==> src/hdl/stwu_pkg.sv <==
// Shared types, constants and sizes for the scalable window update block.
package stwu_pkg;

  // Widths of the fields carried by the channels.
  localparam int unsigned CmdWidth = 1;
  localparam int unsigned SegWidth = 16;
  localparam int unsigned ByteWidth = 32;
  localparam int unsigned CfgWidth = 16;
  localparam int unsigned CfgIndexWidth = 2;

  // Default for the window width parameter of the top level.
  localparam int unsigned CwndBitsDefault = 16;

  // Event kinds.
  localparam logic CmdAck = 1'b0;
  localparam logic CmdLoss = 1'b1;

  // Register indexes of the configuration port.
  typedef enum logic [CfgIndexWidth-1:0] {
    CfgAiFactor = 2'd0,
    CfgMdFactor = 2'd1,
    CfgSegSize  = 2'd2
  } cfg_reg_e;

  // Register reset values.
  localparam logic [CfgWidth-1:0] AiFactorReset = 16'd100;
  localparam logic [CfgWidth-1:0] MdFactorReset = 16'd6554;
  localparam logic [CfgWidth-1:0] SegSizeReset = 16'd536;

  // Arithmetic constants.
  localparam logic [CfgWidth-1:0] MdCapQ16 = 16'd4096;
  localparam logic [CfgWidth:0] Q16One = 17'h10000;
  localparam logic [ByteWidth-1:0] MinSsthreshSeg = 32'd2;
  localparam logic [SegWidth-1:0] AiDivisor = 16'd10;

  // Serial divider: dividend and quotient share one shift register.
  localparam int unsigned DivWidth = 32;
  localparam int unsigned DivisorWidth = 16;
  localparam int unsigned DivCntWidth = $clog2(DivWidth + 1);
  localparam logic [DivCntWidth-1:0] DivStepsCwnd = DivCntWidth'(SegWidth);
  localparam logic [DivCntWidth-1:0] DivStepsCount = DivCntWidth'(SegWidth + 1);
  localparam logic [DivCntWidth-1:0] DivStepsBytes = DivCntWidth'(ByteWidth);

  // Serial shift-add multiplier.
  localparam int unsigned MulAWidth = 32;
  localparam int unsigned MulBWidth = 17;
  localparam int unsigned ProdWidth = MulAWidth + MulBWidth;
  localparam int unsigned MulCntWidth = $clog2(MulBWidth + 1);

  typedef struct packed {
    logic                    cmd;
    logic [SegWidth-1:0]     cwnd_segments;
    logic [SegWidth-1:0]     segments_acked;
    logic [ByteWidth-1:0]    bytes_in_flight;
  } in_item_t;

  typedef struct packed {
    logic [SegWidth-1:0]     new_cwnd_segments;
    logic [ByteWidth-1:0]    cwnd_bytes;
    logic                    cwnd_changed;
    logic [ByteWidth-1:0]    ssthresh_bytes;
  } out_item_t;

  typedef struct packed {
    logic                    start;
    logic [DivCntWidth-1:0]  steps;
    logic [DivWidth-1:0]     dividend;
    logic [DivisorWidth-1:0] divisor;
  } div_req_t;

  typedef struct packed {
    logic                    start;
    logic [MulAWidth-1:0]    a;
    logic [MulBWidth-1:0]    b;
  } mul_req_t;

endpackage

==> src/hdl/scalable_tcp_window_update_top.sv <==
// Top level of the scalable window update: sequencer, registers and output stage.
// An ack request divides the ack count by the threshold only when the count has
// reached it. Requests are handled one at a time; the pace is set by the bit-serial
// divider (one quotient bit a cycle) and multiplier. Reset (asynchronous, active low)
// clears the pending ack count, loads the register defaults and empties the output
// register; no clearing pass is needed.
module scalable_tcp_window_update_top #(
  parameter int unsigned CWND_BITS = stwu_pkg::CwndBitsDefault
) (
  input  logic                                   clk_i,
  input  logic                                   rst_ni,
  input  logic                                   in_valid_i,
  output logic                                   in_stall_o,
  input  stwu_pkg::in_item_t                     in_data_i,
  output logic                                   out_valid_o,
  input  logic                                   out_stall_i,
  output stwu_pkg::out_item_t                    out_data_o,
  input  logic                                   cfg_valid_i,
  output logic                                   cfg_ready_o,
  input  logic [stwu_pkg::CfgIndexWidth-1:0]     cfg_index_i,
  input  logic [stwu_pkg::CfgWidth-1:0]          cfg_data_i
);

  // The window saturates at the smaller of 2^CWND_BITS - 1 and the field maximum.
  localparam int unsigned LimBits =
    (CWND_BITS < stwu_pkg::SegWidth) ? CWND_BITS : stwu_pkg::SegWidth;
  localparam logic [stwu_pkg::SegWidth-1:0] CwndLimit =
    stwu_pkg::SegWidth'((33'd1 << LimBits) - 33'd1);

  typedef enum logic [9:0] {
    S_IDLE  = 10'b0000000001,
    S_DIV10 = 10'b0000000010,
    S_MULG  = 10'b0000000100,
    S_WCALC = 10'b0000001000,
    S_DIVW  = 10'b0000010000,
    S_MULC  = 10'b0000100000,
    S_DIVS  = 10'b0001000000,
    S_MULF  = 10'b0010000000,
    S_MULT  = 10'b0100000000,
    S_DONE  = 10'b1000000000
  } state_e;

  state_e state_q, state_d;

  // Configuration registers.
  logic [stwu_pkg::CfgWidth-1:0]   ai_q, md_q, ss_q;

  // Pending ack count, the only state that lives across requests.
  logic [stwu_pkg::SegWidth-1:0]   pend_q, pend_d;

  // Working registers of the request in flight.
  logic                            cmd_q, cmd_d;
  logic [stwu_pkg::SegWidth-1:0]   cwnd_q, cwnd_d;
  logic [stwu_pkg::SegWidth-1:0]   acked_q, acked_d;
  logic [stwu_pkg::SegWidth-1:0]   w_q, w_d;
  logic [stwu_pkg::SegWidth:0]     cnt_q, cnt_d;
  logic                            inc1_q, inc1_d;
  logic [stwu_pkg::SegWidth-1:0]   newc_q, newc_d;
  logic                            changed_q, changed_d;
  logic [stwu_pkg::ByteWidth-1:0]  ssth_q, ssth_d;
  logic [stwu_pkg::ByteWidth-1:0]  bytes_q, bytes_d;

  // Output register, which lets a new request in while a result waits.
  logic                            out_valid_q, out_valid_d;
  stwu_pkg::out_item_t             out_data_q, out_data_d;
  logic                            load_out;

  // Shared arithmetic units.
  stwu_pkg::div_req_t              div_req;
  logic                            div_done;
  logic [stwu_pkg::DivWidth-1:0]   div_quo;
  stwu_pkg::mul_req_t              mul_req;
  logic                            mul_done;
  logic [stwu_pkg::ProdWidth-1:0]  mul_prod;

  // Corrected inputs: a zero window counts as one segment, a zero segment
  // size as one byte, and the window is clamped to the limit.
  logic [stwu_pkg::SegWidth-1:0]   cwnd_nz;
  logic [stwu_pkg::SegWidth-1:0]   cwnd_in;
  logic [stwu_pkg::SegWidth-1:0]   ss_used;

  // Ack threshold and count update.
  logic [stwu_pkg::ByteWidth-1:0]  grow;
  logic [stwu_pkg::SegWidth-1:0]   w_new;
  logic                            inc1_new;

  // Window growth: input window, plus one when the old count was full,
  // plus the quotient of count over threshold.
  logic [stwu_pkg::SegWidth:0]     add_quo;
  logic [stwu_pkg::SegWidth+1:0]   newc_sum;
  logic [stwu_pkg::SegWidth-1:0]   newc_sat;

  // Loss path: decrease factor and threshold in segments.
  logic [stwu_pkg::CfgWidth-1:0]   md_cap;
  logic [stwu_pkg::CfgWidth:0]     keep_frac;
  logic [stwu_pkg::ByteWidth-1:0]  thr;
  logic [stwu_pkg::ByteWidth-1:0]  thr_min;

  stwu_serial_div u_div (
    .clk_i  (clk_i),
    .rst_ni (rst_ni),
    .req_i  (div_req),
    .done_o (div_done),
    .quo_o  (div_quo)
  );

  stwu_serial_mul u_mul (
    .clk_i  (clk_i),
    .rst_ni (rst_ni),
    .req_i  (mul_req),
    .done_o (mul_done),
    .prod_o (mul_prod)
  );

  // Configuration writes are taken in any cycle; an unknown index is ignored.
  assign cfg_ready_o = 1'b1;

  always_ff @(posedge clk_i or negedge rst_ni) begin
    if (!rst_ni) begin
      ai_q <= stwu_pkg::AiFactorReset;
      md_q <= stwu_pkg::MdFactorReset;
      ss_q <= stwu_pkg::SegSizeReset;
    end else if (cfg_valid_i && cfg_ready_o) begin
      case (cfg_index_i)
        stwu_pkg::CfgAiFactor: begin
          ai_q <= cfg_data_i;
        end
        stwu_pkg::CfgMdFactor: begin
          md_q <= cfg_data_i;
        end
        stwu_pkg::CfgSegSize: begin
          ss_q <= cfg_data_i;
        end
        default: begin
        end
      endcase
    end
  end

  assign cwnd_nz = (in_data_i.cwnd_segments == '0) ? stwu_pkg::SegWidth'(1)
                                                   : in_data_i.cwnd_segments;
  assign cwnd_in = (cwnd_nz > CwndLimit) ? CwndLimit : cwnd_nz;
  assign ss_used = (ss_q == '0) ? stwu_pkg::CfgWidth'(1) : ss_q;

  // The threshold is the window when ai_factor * floor(cwnd / 10) reaches it,
  // otherwise that product, but never below one.
  always_comb begin
    grow = mul_prod[stwu_pkg::ByteWidth-1:0];
    if (grow == '0) begin
      grow = stwu_pkg::ByteWidth'(1);
    end
    w_new = ({16'd0, cwnd_q} < grow) ? cwnd_q : grow[stwu_pkg::SegWidth-1:0];
    inc1_new = pend_q >= w_new;
  end

  assign add_quo = (state_q == S_DIVW) ? div_quo[stwu_pkg::SegWidth:0] : '0;
  assign newc_sum = {2'b00, cwnd_q} + {{(stwu_pkg::SegWidth + 1){1'b0}}, inc1_q}
                  + {1'b0, add_quo};
  assign newc_sat = (newc_sum > {2'b00, CwndLimit}) ? CwndLimit
                                                   : newc_sum[stwu_pkg::SegWidth-1:0];

  // The decrease factor is capped at 1/16, so at least 15/16 of the
  // segments in flight stay in the threshold.
  assign md_cap = (md_q < stwu_pkg::MdCapQ16) ? md_q : stwu_pkg::MdCapQ16;
  assign keep_frac = stwu_pkg::Q16One - {1'b0, md_cap};
  assign thr = mul_prod[stwu_pkg::ByteWidth+15:16];
  assign thr_min = (thr < stwu_pkg::MinSsthreshSeg) ? stwu_pkg::MinSsthreshSeg : thr;

  always_comb begin
    state_d = state_q;
    pend_d = pend_q;
    cmd_d = cmd_q;
    cwnd_d = cwnd_q;
    acked_d = acked_q;
    w_d = w_q;
    cnt_d = cnt_q;
    inc1_d = inc1_q;
    newc_d = newc_q;
    changed_d = changed_q;
    ssth_d = ssth_q;
    bytes_d = bytes_q;
    div_req = '0;
    mul_req = '0;
    load_out = 1'b0;

    case (state_q)
      S_IDLE: begin
        if (in_valid_i) begin
          cmd_d = in_data_i.cmd;
          cwnd_d = cwnd_in;
          acked_d = in_data_i.segments_acked;
          div_req.start = 1'b1;
          if (in_data_i.cmd == stwu_pkg::CmdAck) begin
            // floor(cwnd / 10): the window sits in the top half of the dividend.
            div_req.steps = stwu_pkg::DivStepsCwnd;
            div_req.dividend = {cwnd_in, 16'd0};
            div_req.divisor = stwu_pkg::AiDivisor;
            state_d = S_DIV10;
          end else begin
            // Whole segments in flight.
            div_req.steps = stwu_pkg::DivStepsBytes;
            div_req.dividend = in_data_i.bytes_in_flight;
            div_req.divisor = ss_used;
            state_d = S_DIVS;
          end
        end
      end

      S_DIV10: begin
        if (div_done) begin
          mul_req.start = 1'b1;
          mul_req.a = {16'd0, ai_q};
          mul_req.b = {1'b0, div_quo[stwu_pkg::SegWidth-1:0]};
          state_d = S_MULG;
        end
      end

      S_MULG: begin
        if (mul_done) begin
          // A count that already reached the threshold is spent on one
          // segment of growth before the new acks are added.
          w_d = w_new;
          inc1_d = inc1_new;
          cnt_d = (inc1_new ? '0 : {1'b0, pend_q}) + {1'b0, acked_q};
          state_d = S_WCALC;
        end
      end

      S_WCALC: begin
        if (cnt_q >= {1'b0, w_q}) begin
          div_req.start = 1'b1;
          div_req.steps = stwu_pkg::DivStepsCount;
          div_req.dividend = {cnt_q, 15'd0};
          div_req.divisor = w_q;
          state_d = S_DIVW;
        end else begin
          pend_d = cnt_q[stwu_pkg::SegWidth-1:0];
          newc_d = newc_sat;
          changed_d = newc_sat != cwnd_q;
          ssth_d = '0;
          mul_req.start = 1'b1;
          mul_req.a = {16'd0, ss_used};
          mul_req.b = {1'b0, newc_sat};
          state_d = S_MULC;
        end
      end

      S_DIVW: begin
        if (div_done) begin
          pend_d = '0;
          newc_d = newc_sat;
          changed_d = newc_sat != cwnd_q;
          ssth_d = '0;
          mul_req.start = 1'b1;
          mul_req.a = {16'd0, ss_used};
          mul_req.b = {1'b0, newc_sat};
          state_d = S_MULC;
        end
      end

      S_DIVS: begin
        if (div_done) begin
          mul_req.start = 1'b1;
          mul_req.a = div_quo;
          mul_req.b = keep_frac;
          state_d = S_MULF;
        end
      end

      S_MULF: begin
        if (mul_done) begin
          mul_req.start = 1'b1;
          mul_req.a = thr_min;
          mul_req.b = {1'b0, ss_used};
          state_d = S_MULT;
        end
      end

      S_MULT: begin
        if (mul_done) begin
          // Threshold in bytes saturates at the field maximum.
          ssth_d = (mul_prod[stwu_pkg::ProdWidth-1:stwu_pkg::ByteWidth] != '0)
                 ? '1 : mul_prod[stwu_pkg::ByteWidth-1:0];
          newc_d = cwnd_q;
          changed_d = 1'b0;
          mul_req.start = 1'b1;
          mul_req.a = {16'd0, ss_used};
          mul_req.b = {1'b0, cwnd_q};
          state_d = S_MULC;
        end
      end

      S_MULC: begin
        if (mul_done) begin
          // Two 16-bit factors cannot overflow the byte field.
          bytes_d = mul_prod[stwu_pkg::ByteWidth-1:0];
          state_d = S_DONE;
        end
      end

      S_DONE: begin
        if (!out_valid_q || !out_stall_i) begin
          load_out = 1'b1;
          state_d = S_IDLE;
        end
      end

      default: begin
        state_d = S_IDLE;
      end
    endcase
  end

  always_comb begin
    out_valid_d = out_valid_q;
    out_data_d = out_data_q;
    if (load_out) begin
      out_valid_d = 1'b1;
      out_data_d.new_cwnd_segments = newc_q;
      out_data_d.cwnd_bytes = bytes_q;
      out_data_d.cwnd_changed = changed_q;
      out_data_d.ssthresh_bytes = ssth_q;
    end else if (!out_stall_i) begin
      out_valid_d = 1'b0;
    end
  end

  always_ff @(posedge clk_i or negedge rst_ni) begin
    if (!rst_ni) begin
      state_q <= S_IDLE;
      pend_q <= '0;
      out_valid_q <= 1'b0;
    end else begin
      state_q <= state_d;
      pend_q <= pend_d;
      out_valid_q <= out_valid_d;
    end
  end

  always_ff @(posedge clk_i) begin
    cmd_q <= cmd_d;
    cwnd_q <= cwnd_d;
    acked_q <= acked_d;
    w_q <= w_d;
    cnt_q <= cnt_d;
    inc1_q <= inc1_d;
    newc_q <= newc_d;
    changed_q <= changed_d;
    ssth_q <= ssth_d;
    bytes_q <= bytes_d;
    out_data_q <= out_data_d;
  end

  // A request is taken only while the sequencer is idle; the output
  // register decouples this from the downstream stall.
  assign in_stall_o = state_q != S_IDLE;
  assign out_valid_o = out_valid_q;
  assign out_data_o = out_data_q;

  // A loss request never touches the pending ack count.
  ap_loss_keeps_pending: assert property (@(posedge clk_i) disable iff (!rst_ni)
    (state_q != S_IDLE && cmd_q == stwu_pkg::CmdLoss) |=> $stable(pend_q))
    else $error("pending ack count changed during a loss request");

  // The ack threshold is never zero and never above the window.
  ap_threshold_range: assert property (@(posedge clk_i) disable iff (!rst_ni)
    (state_q == S_WCALC) |-> (w_q != '0 && w_q <= cwnd_q))
    else $error("ack threshold out of range");

  // A finished result only grows the window, within the limit, and the
  // changed flag agrees with the values.
  ap_window_result: assert property (@(posedge clk_i) disable iff (!rst_ni)
    (state_q == S_DONE) |->
      (newc_q <= CwndLimit && newc_q >= cwnd_q && changed_q == (newc_q != cwnd_q)))
    else $error("inconsistent window result");

  // Ack results carry no threshold.
  ap_ack_no_ssthresh: assert property (@(posedge clk_i) disable iff (!rst_ni)
    (state_q == S_DONE && cmd_q == stwu_pkg::CmdAck) |-> ssth_q == '0)
    else $error("ack result with nonzero threshold");

endmodule

==> src/hdl/stwu_serial_div.sv <==
// Restoring divider that retires one quotient bit per cycle.
module stwu_serial_div (
  input  logic                                   clk_i,
  input  logic                                   rst_ni,
  input  stwu_pkg::div_req_t                     req_i,
  output logic                                   done_o,
  output logic [stwu_pkg::DivWidth-1:0]          quo_o
);

  logic [stwu_pkg::DivWidth-1:0]        quo_q, quo_d;
  logic [stwu_pkg::DivisorWidth:0]      rem_q, rem_d;
  logic [stwu_pkg::DivisorWidth-1:0]    div_q, div_d;
  logic [stwu_pkg::DivCntWidth-1:0]     cnt_q, cnt_d;
  logic                                 done_q, done_d;
  logic [stwu_pkg::DivisorWidth:0]      shifted;
  logic [stwu_pkg::DivisorWidth:0]      diff;
  logic                                 ge;

  // The dividend is aligned to the top of the register, so the quotient
  // fills the low bits as the dividend leaves at the top.
  assign shifted = {rem_q[stwu_pkg::DivisorWidth-1:0], quo_q[stwu_pkg::DivWidth-1]};
  assign diff = shifted - {1'b0, div_q};
  assign ge = shifted >= {1'b0, div_q};

  always_comb begin
    quo_d = quo_q;
    rem_d = rem_q;
    div_d = div_q;
    cnt_d = cnt_q;
    done_d = 1'b0;
    if (req_i.start) begin
      quo_d = req_i.dividend;
      rem_d = '0;
      div_d = req_i.divisor;
      cnt_d = req_i.steps;
    end else if (cnt_q != '0) begin
      rem_d = ge ? diff : shifted;
      quo_d = {quo_q[stwu_pkg::DivWidth-2:0], ge};
      cnt_d = cnt_q - stwu_pkg::DivCntWidth'(1);
      done_d = cnt_q == stwu_pkg::DivCntWidth'(1);
    end
  end

  always_ff @(posedge clk_i or negedge rst_ni) begin
    if (!rst_ni) begin
      cnt_q <= '0;
      done_q <= 1'b0;
    end else begin
      cnt_q <= cnt_d;
      done_q <= done_d;
    end
  end

  always_ff @(posedge clk_i) begin
    quo_q <= quo_d;
    rem_q <= rem_d;
    div_q <= div_d;
  end

  assign done_o = done_q;
  assign quo_o = quo_q;

endmodule

==> src/hdl/stwu_serial_mul.sv <==
// Shift-add multiplier that consumes one multiplier bit per cycle.
module stwu_serial_mul (
  input  logic                                   clk_i,
  input  logic                                   rst_ni,
  input  stwu_pkg::mul_req_t                     req_i,
  output logic                                   done_o,
  output logic [stwu_pkg::ProdWidth-1:0]         prod_o
);

  logic [stwu_pkg::ProdWidth-1:0]       prod_q, prod_d;
  logic [stwu_pkg::MulAWidth-1:0]       a_q, a_d;
  logic [stwu_pkg::MulCntWidth-1:0]     cnt_q, cnt_d;
  logic                                 done_q, done_d;
  logic [stwu_pkg::MulAWidth:0]         sum;

  // The multiplier sits in the low bits and shifts out as the partial
  // sum shifts in from the top.
  assign sum = {1'b0, prod_q[stwu_pkg::ProdWidth-1:stwu_pkg::MulBWidth]}
             + (prod_q[0] ? {1'b0, a_q} : '0);

  always_comb begin
    prod_d = prod_q;
    a_d = a_q;
    cnt_d = cnt_q;
    done_d = 1'b0;
    if (req_i.start) begin
      prod_d = {{stwu_pkg::MulAWidth{1'b0}}, req_i.b};
      a_d = req_i.a;
      cnt_d = stwu_pkg::MulCntWidth'(stwu_pkg::MulBWidth);
    end else if (cnt_q != '0) begin
      prod_d = {sum, prod_q[stwu_pkg::MulBWidth-1:1]};
      cnt_d = cnt_q - stwu_pkg::MulCntWidth'(1);
      done_d = cnt_q == stwu_pkg::MulCntWidth'(1);
    end
  end

  always_ff @(posedge clk_i or negedge rst_ni) begin
    if (!rst_ni) begin
      cnt_q <= '0;
      done_q <= 1'b0;
    end else begin
      cnt_q <= cnt_d;
      done_q <= done_d;
    end
  end

  always_ff @(posedge clk_i) begin
    prod_q <= prod_d;
    a_q <= a_d;
  end

  assign done_o = done_q;
  assign prod_o = prod_q;

endmodule
==> config.mk <==
export PLATFORM = sky130hd
export DESIGN_NAME = scalable_tcp_window_update_top
export DESIGN_NICKNAME = d
export VERILOG_FILES = /design/src/hdl/stwu_pkg.sv /design/src/hdl/scalable_tcp_window_update_top.sv /design/src/hdl/stwu_serial_div.sv /design/src/hdl/stwu_serial_mul.sv
export SDC_FILE = /design/constraint.sdc
export NUM_CORES = 1
export LEC_CHECK = 0
export BUFFER_PORTS_ARGS = -buffer_cell sky130_fd_sc_hd__buf_2
export CORE_ASPECT_RATIO = 0.7
export CORE_MARGIN = 5
export CORE_UTILIZATION = 55
export DETAILED_ROUTE_END_ITERATION = 7
export GPL_ROUTABILITY_DRIVEN = 0
export PLACE_DENSITY = 0.76
export SYNTH_ARGS = -nofsm -noshare
export SYNTH_HDL_FRONTEND = slang
export SYNTH_SLANG_ARGS = --single-unit
==> constraint.sdc <==
create_clock -name clk_i -period 18.7 [get_ports clk_i]
set_clock_uncertainty 0.05 [all_clocks]
set_input_delay 3.74 -clock clk_i [delete_from_list [all_inputs] [get_ports clk_i]]
set_output_delay 3.74 -clock clk_i [all_outputs]
set_load 0.01 [all_outputs]
# After elaboration in Yosys (flattened, before gate mapping)
# Cells that the tools add are included.
# totals
word_cells,162
regBits,461
memories,0
inputBits,88
mem_bits_rw,0
mem_bits_ro,0
latchBits,0
out_inout_bits,84
# op_classes
shifts,0
div_mod_pow,0
n_mul,0
mux,67
n_lt_le_gt_ge,8
addsub,8
n_reduce_logical,23
n_eq_ne,27
n_bitwise,0
# ops
operator,count
$mux W50,6
$pmux W50 S6,1
$mux W32,9
$mux W16,13
$mux W55,2
$pmux W55 S2,1
$pmux W10 S10,1
$pmux W32 S3,1
$mux W10,9
$mux W54,1
$mux W17,3
$pmux W16 S3,1
$ge A17 B16 Y1,2
$add A32 B32 Y33,1
$logic_not A16 Y1,2
$logic_not A32 Y1,1
$lt A16 B32 Y1,1
$lt A32 B2 Y1 const B,1
$pmux W16 S2,1
$add A17 B17 Y18,1
$gt A18 B16 Y1 const B,1
$mux W6,3
$add A16 B1 Y17,1
$add A16 B16 Y17,1
41 further kinds,69

# Longest topological paths before layout
# depth
depth_word,8
mapped_depth,39
mapped_depth_nobuf,37

# Cells and area by module
# Synthesis repeated with hierarchy kept, for this count alone.
# hier_totals
hier_cells,2267
hier_area_um2,25115.3
# modules_own_cells
module,n_inst,area_per_inst_um2,cells_per_inst
scalable_tcp_window_update_top,1,16165.5,1431
stwu_serial_mul,1,4947.2,475
stwu_serial_div,1,4002.6,361

# Worst setup path before layout
# OpenSTA, ideal clock, no wires.
# synth_path
path_kind,input-to-reg
startpoint,in out_stall_i
endpoint,reg out_data_q (netlist bit out_data_o[0]) (enable)
t_required_ps,18103
path_buffers,0
arrival_time_ps,7681
setup_time_ps,547
path_slack_ps,10422
stages,1
path_cell_list,a21oi_1
# synth_between
elab_chain_cells,4
# synth_rtl
item,line_no,rtl
"start, declared",scalable_tcp_window_update_top.sv:16,"input logic out_stall_i,"
$logic_not A1 Y1,n/a,
$logic_or A1 B1 Y1,scalable_tcp_window_update_top.sv:302,if (!out_valid_q || !out_stall_i) begin
$mux W1,scalable_tcp_window_update_top.sv:302,
$mux W1,scalable_tcp_window_update_top.sv:186,case (state_q)
"end signal, assigned",scalable_tcp_window_update_top.sv:351,out_data_q <= out_data_d;
"end, declared",scalable_tcp_window_update_top.sv:65,"stwu_pkg::out_item_t out_data_q, out_data_d;"
# Every way passes these cells.
# A chain may end at the register's enable or synchronous reset.

# Worst setup path after layout
# layout_path
startpoint,reg u_mul.prod_q (netlist bit u_mul.prod_o[18])
endpoint,reg cnt_q[16] in the netlist's numbering (data pin)
# layout_between
elab_chain_cells,7
# layout_rtl
item,line_no,rtl
"start, declared",stwu_serial_mul.sv:10,"logic [stwu_pkg::ProdWidth-1:0] prod_q, prod_d;"
"start signal, assigned",stwu_serial_mul.sv:48,prod_q <= prod_d;
$logic_not A32 Y1,scalable_tcp_window_update_top.sv:149,if (grow == '0) begin
$mux W32 *,scalable_tcp_window_update_top.sv:149,
$lt A16 B32 Y1,scalable_tcp_window_update_top.sv:152,"w_new = ({16'd0, cwnd_q} < grow) ? cwnd_q : grow[stwu_pkg::SegWidth-1:0];"
$mux W16 *,scalable_tcp_window_update_top.sv:152,
$ge A16 B16 Y1 *,scalable_tcp_window_update_top.sv:153,inc1_new = pend_q >= w_new;
$mux W16 *,scalable_tcp_window_update_top.sv:224,"cnt_d = (inc1_new ? '0 : {1'b0, pend_q}) + {1'b0, acked_q};"
$add A16 B16 Y17 *,scalable_tcp_window_update_top.sv:224,
"end signal, assigned",scalable_tcp_window_update_top.sv:345,cnt_q <= cnt_d;
"end, declared",scalable_tcp_window_update_top.sv:56,"logic [stwu_pkg::SegWidth:0] cnt_q, cnt_d;"
# Every way passes the cells marked *; elsewhere a longest branch is shown, timed or not.

==> summary.md <==
| Metric | Value |
|---|---|
| Wire per inst | 24.75 um |
| Initial antenna violation count | 4 |
| First-pass GRT wire length | roughly 110 mm |
| Slowest CP cell | a31oi_1 |
| Netlist Area Pre-Place | around 0.024 mm^2 |
| CTS tree | yes |
| P_int | roughly 2.3 mW |
| Largest family of logic cells by synthesized area | compound AO/OA/AOI/OAI gates |
| Avg Cell Area, Syn | between 10 and 15 um^2 |
| Most common cell after layout, fill and taps aside | edfxtp_1 |
| Switching share of total power | a little over a third |
| Boundary pin count | ~170 |
| Placed Area | roughly 0.026 mm^2 |
| Fmax | around 110 MHz |
| Vias in the first global route | roughly 18000 |
| Min-Delay Path Depth | 0 |
| CP max stage delay | roughly 900 ps |
| Hold Fails Final Rpt | 0 |
| Pwr Total | between 3 and 4 mW |
| Netlist cell types | between 80 and 90 |
| Hold slack | approximately 350 ps |
| Die span in y | ~190 um |
| Ys flop type | edfxtp_1 |
| Critical path class | reg2reg |
| Simple-Gate Fraction of Synth Area | 13.35% |
| Setup violators final | 0 |
| Die Area | 0.04842 mm^2 |
| Drc violations | 1 |
| Syn-to-layout area delta | 11.67% |
| Clock Pin Slew Worst Setup and Hold Paths | about 70 ps |
| DRT Wirelength | about 73 mm |
| Vias post-DR | roughly 19000 |
| RSZ-0062 raised after global routing | no |
| Mux share of post-synthesis cell area | 4.761% |
| Area share of xor/xnor cells in the synthesized design | under 10% |
| Largest net degree at the start of global routing | 73 |
| Most frequent CP cell | a21o_1 |
| Crit-path max FO | 30 |
| P_leak | 11.32 nW |
| Initial Util | ~56% |
| Hold Path Class | reg2reg |
| Core Footprint | approximately 0.044 mm^2 |
| Setup crit start kind | flip-flop |
| Global Route Usage Sum | between 20% and 30% |
| Root buffer cell | clkbuf_16 |
| Switch Pwr | 1.277 mW |
| Worst-Margin Slew | 1212 ps |
| Vias/cell | approximately 6.4 |
| Worst VDD drop | around 0.00008 V |
| Status | finished, violations left |
| Count of pins over their slew limit | 0 |
| Part of the Yosys area used for sequential elements | between 50% and 60% |
| Synthesized flop and latch total | ~460 |
| Total clock buffers created by CTS | 44 |
| Chip Width | 260.9 um |
| Htree depth | 2 |
| Adder-cell area share of the yosys netlist | approximately 7.2% |
| Clock tree buffer depth | 3 |
| Antenna Nets Post-Route | 0 |
| Period minus WS final | just under 9000 ps |
| Fill count | about 3400 |
| Clock power share | 25.5% |
| Yosys Warn Count | 0 |
| Rows | 64 |
| Worst Reg-to-Reg Cells | 32 |
| Tcrit/Tclk final | between 40% and 50% |
| Proportion of layout cells with a drive suffix above 1 | between 15 and 20% |
| Compound-Gate Fraction of Synth Area | between 10 and 15% |
| Hold Buf Count CTS | 0 |
| Post-synthesis async set-or-reset flop share | a little under a fifth |
| Req. time, crit path | between 15000 and 20000 ps |
| Post-CTS Resized | 0 |
| Worst skew pair latency | slightly below 600 ps |
| Slew headroom | a little under a fifth |
| Design area | between 0.02 and 0.03 mm^2 |
| Post-layout util | 62.00% |
| Violated checks | DRC |
| DRT Pass-1 Iters | 8 |
| CP endpoint kind | flip-flop |
| Share of power burned in registers | 44.4% |
| Logic pwr share | a little under a third |
| Most frequent cells in the layout | edfxtp_1 (325), nor2_1 (222), buf_2 (169) |
| Number of port buffers | 170 |
| Max Cap Violations | 0 |
| Setup_tns | 0 ps |
| Power per cell area | around 130 mW/mm^2 |
| Final net count | roughly 2500 |
| Setup Buffers After CTS | 0 |
| DRT iter0 DRCs | 2620 |
| Sink Count | roughly 460 |
| EDFF count, synth | 325 |
| Mapped Cells | about 2200 |
| CP arrival | around 9200 ps |
| DP HPWL | around 53 mm |
| Syn nets | roughly 2400 |
| GRT Residual Overflow | 0 |
-- worst max-delay path: cells and delay by family (launching register included) --
family                     cells  cell delay [ps]
AOI/OAI and AO/OA             23             5830
muxes                          1              180
buffers and inverters          1              320
DFF                            1              380
adders and majority gates      2              570
and+or+nand+nor                5             1320
-- Yosys cell counts (all sizes together), types with 6 or more instances --
cell type	instances	area share (%)
nor4	30	0.80
a22o	47	1.7
o21a	23	0.71
nor2b	15	0.39
buf	32	0.75
a221oi	6	0.22
and4	6	0.23
ha	132	6.8
nand2b	14	0.36
dfxtp	48	4.0
nand3	43	0.89
and2	71	1.8
o22ai	6	0.15
dfrtp	74	7.6
xnor2	59	2.1
o21bai	9	0.28
nor3b	13	0.46
a31oi	18	0.46
inv	107	1.7
a211oi	31	1.0
nand2	157	2.5
dfstp	14	1.5
clkbuf	74	1.1
xor2	28	1.0
o31ai	11	0.34
and3	13	0.34
nor3	32	0.66
nand3b	8	0.25
a222oi	25	1.0
mux2	64	3.2
a21oi	119	2.5
mux2i	38	1.6
nand4	16	0.41
a21boi	6	0.19
or2	7	0.18
edfxtp	325	40
a221o	20	0.83
a21o	44	1.4
nor2	226	3.5
o21ai	77	1.6
o211ai	12	0.39
-- final cells by class --
| class | instances | area, um^2 | area share, % |
|---|---|---|---|
| sequential | 461 | 12940 | 47.83 |
| multi-input combinational | 1493 | 10490 | 38.77 |
| clock buffer | 58 | 1184 | 4.375 |
| timing repair buffer | 195 | 1041 | 3.848 |
| tap | 594 | 743.2 | 2.747 |
| inverter | 107 | 401.6 | 1.484 |
| clock inverter | 24 | 251.5 | 0.9295 |
| antenna | 2 | 5.005 | 0.01850 |
-- state kept, by name, summed over array words and instances, names as in the netlist, 5 cells and up --
signal and flops:
acked_q 16, ai_q 16, bytes_q 32, cnt_q 17
cwnd_q 16, md_q 16, newc_q 16, out_data_o 81
pend_q 16, ss_q 16, ssth_q 32, state_q 10
u_div.cnt_q 6, u_div.div_q 16, u_div.quo_o 32, u_div.rem_q 16
u_mul.a_q 32, u_mul.cnt_q 5, u_mul.prod_o 49, w_q 16
-- per-layer routing --
layer / routed length (um) / track usage [%] / up-vias
li1: - / - / 8296
met1: 29580 / 42.46 / 9120
met2: 31070 / 42.85 / 1182
met3: 8683 / 6.930 / 219
met4: 3275 / 11.09 / 0
met5: 0 / 0 / -
-- cell families (layout without fill, tap and decap cells) --
group           count (synthesis)  count (layout)
simple gates                  667             667
compound gates                499             499
flops                         461             461
buf+inv                       213             384
fa+ha+maj                     137             137
mux                           102             102
xor+xnor                       87              87
other cells                     1               3
-- path summary, 6_finish.rpt --
| kind | from | endpoint | slack (ps) |
|---|---|---|---|
| worst max register to register | u_mul.prod_o[18]$_SDFFE_PP0P_ | cnt_q[16]$_DFFE_PP_ | 9750 |
| worst min-delay path | changed_q$_SDFFCE_PP0P_ | out_data_o[32]$_DFFE_PP_ | 350 |
| worst max-delay path | u_mul.prod_o[18]$_SDFFE_PP0P_ | cnt_q[16]$_DFFE_PP_ | 9750 |
| worst min register to register | changed_q$_SDFFCE_PP0P_ | out_data_o[32]$_DFFE_PP_ | 350 |
| min in group asynchronous | rst_ni | pend_q[12]$_DFFE_PN0P_ | 2980 |
| max in group asynchronous | rst_ni | md_q[5]$_DFFE_PN0P_ | 14370 |
-- power by group through the flow --
stage | Sequential [mW] | Combinational [mW] | Clock [mW]
2_1_floorplan | 1.45 | 0.808 | 0
3_3_place_gp | 1.56 | 0.993 | 0
3_5_place_dp | 1.57 | 1.04 | 0
4_1_cts | 1.55 | 1.05 | 0.912
5_1_grt | 1.58 | 1.17 | 0.955
6_report | 1.57 | 1.07 | 0.901
-- stage by stage --
| step | setup WS, ps | instances |
|---|---|---|
| after floorplan | 10420 | 2167 |
| after global placement | 10570 | 2850 |
| after detailed placement | 10200 | 2850 |
| after CTS | 10060 | 2932 |
| after global routing | 9140 | 2933 |
| final | 9747 | 2934 |
Power figures use the tool's default switching activity.
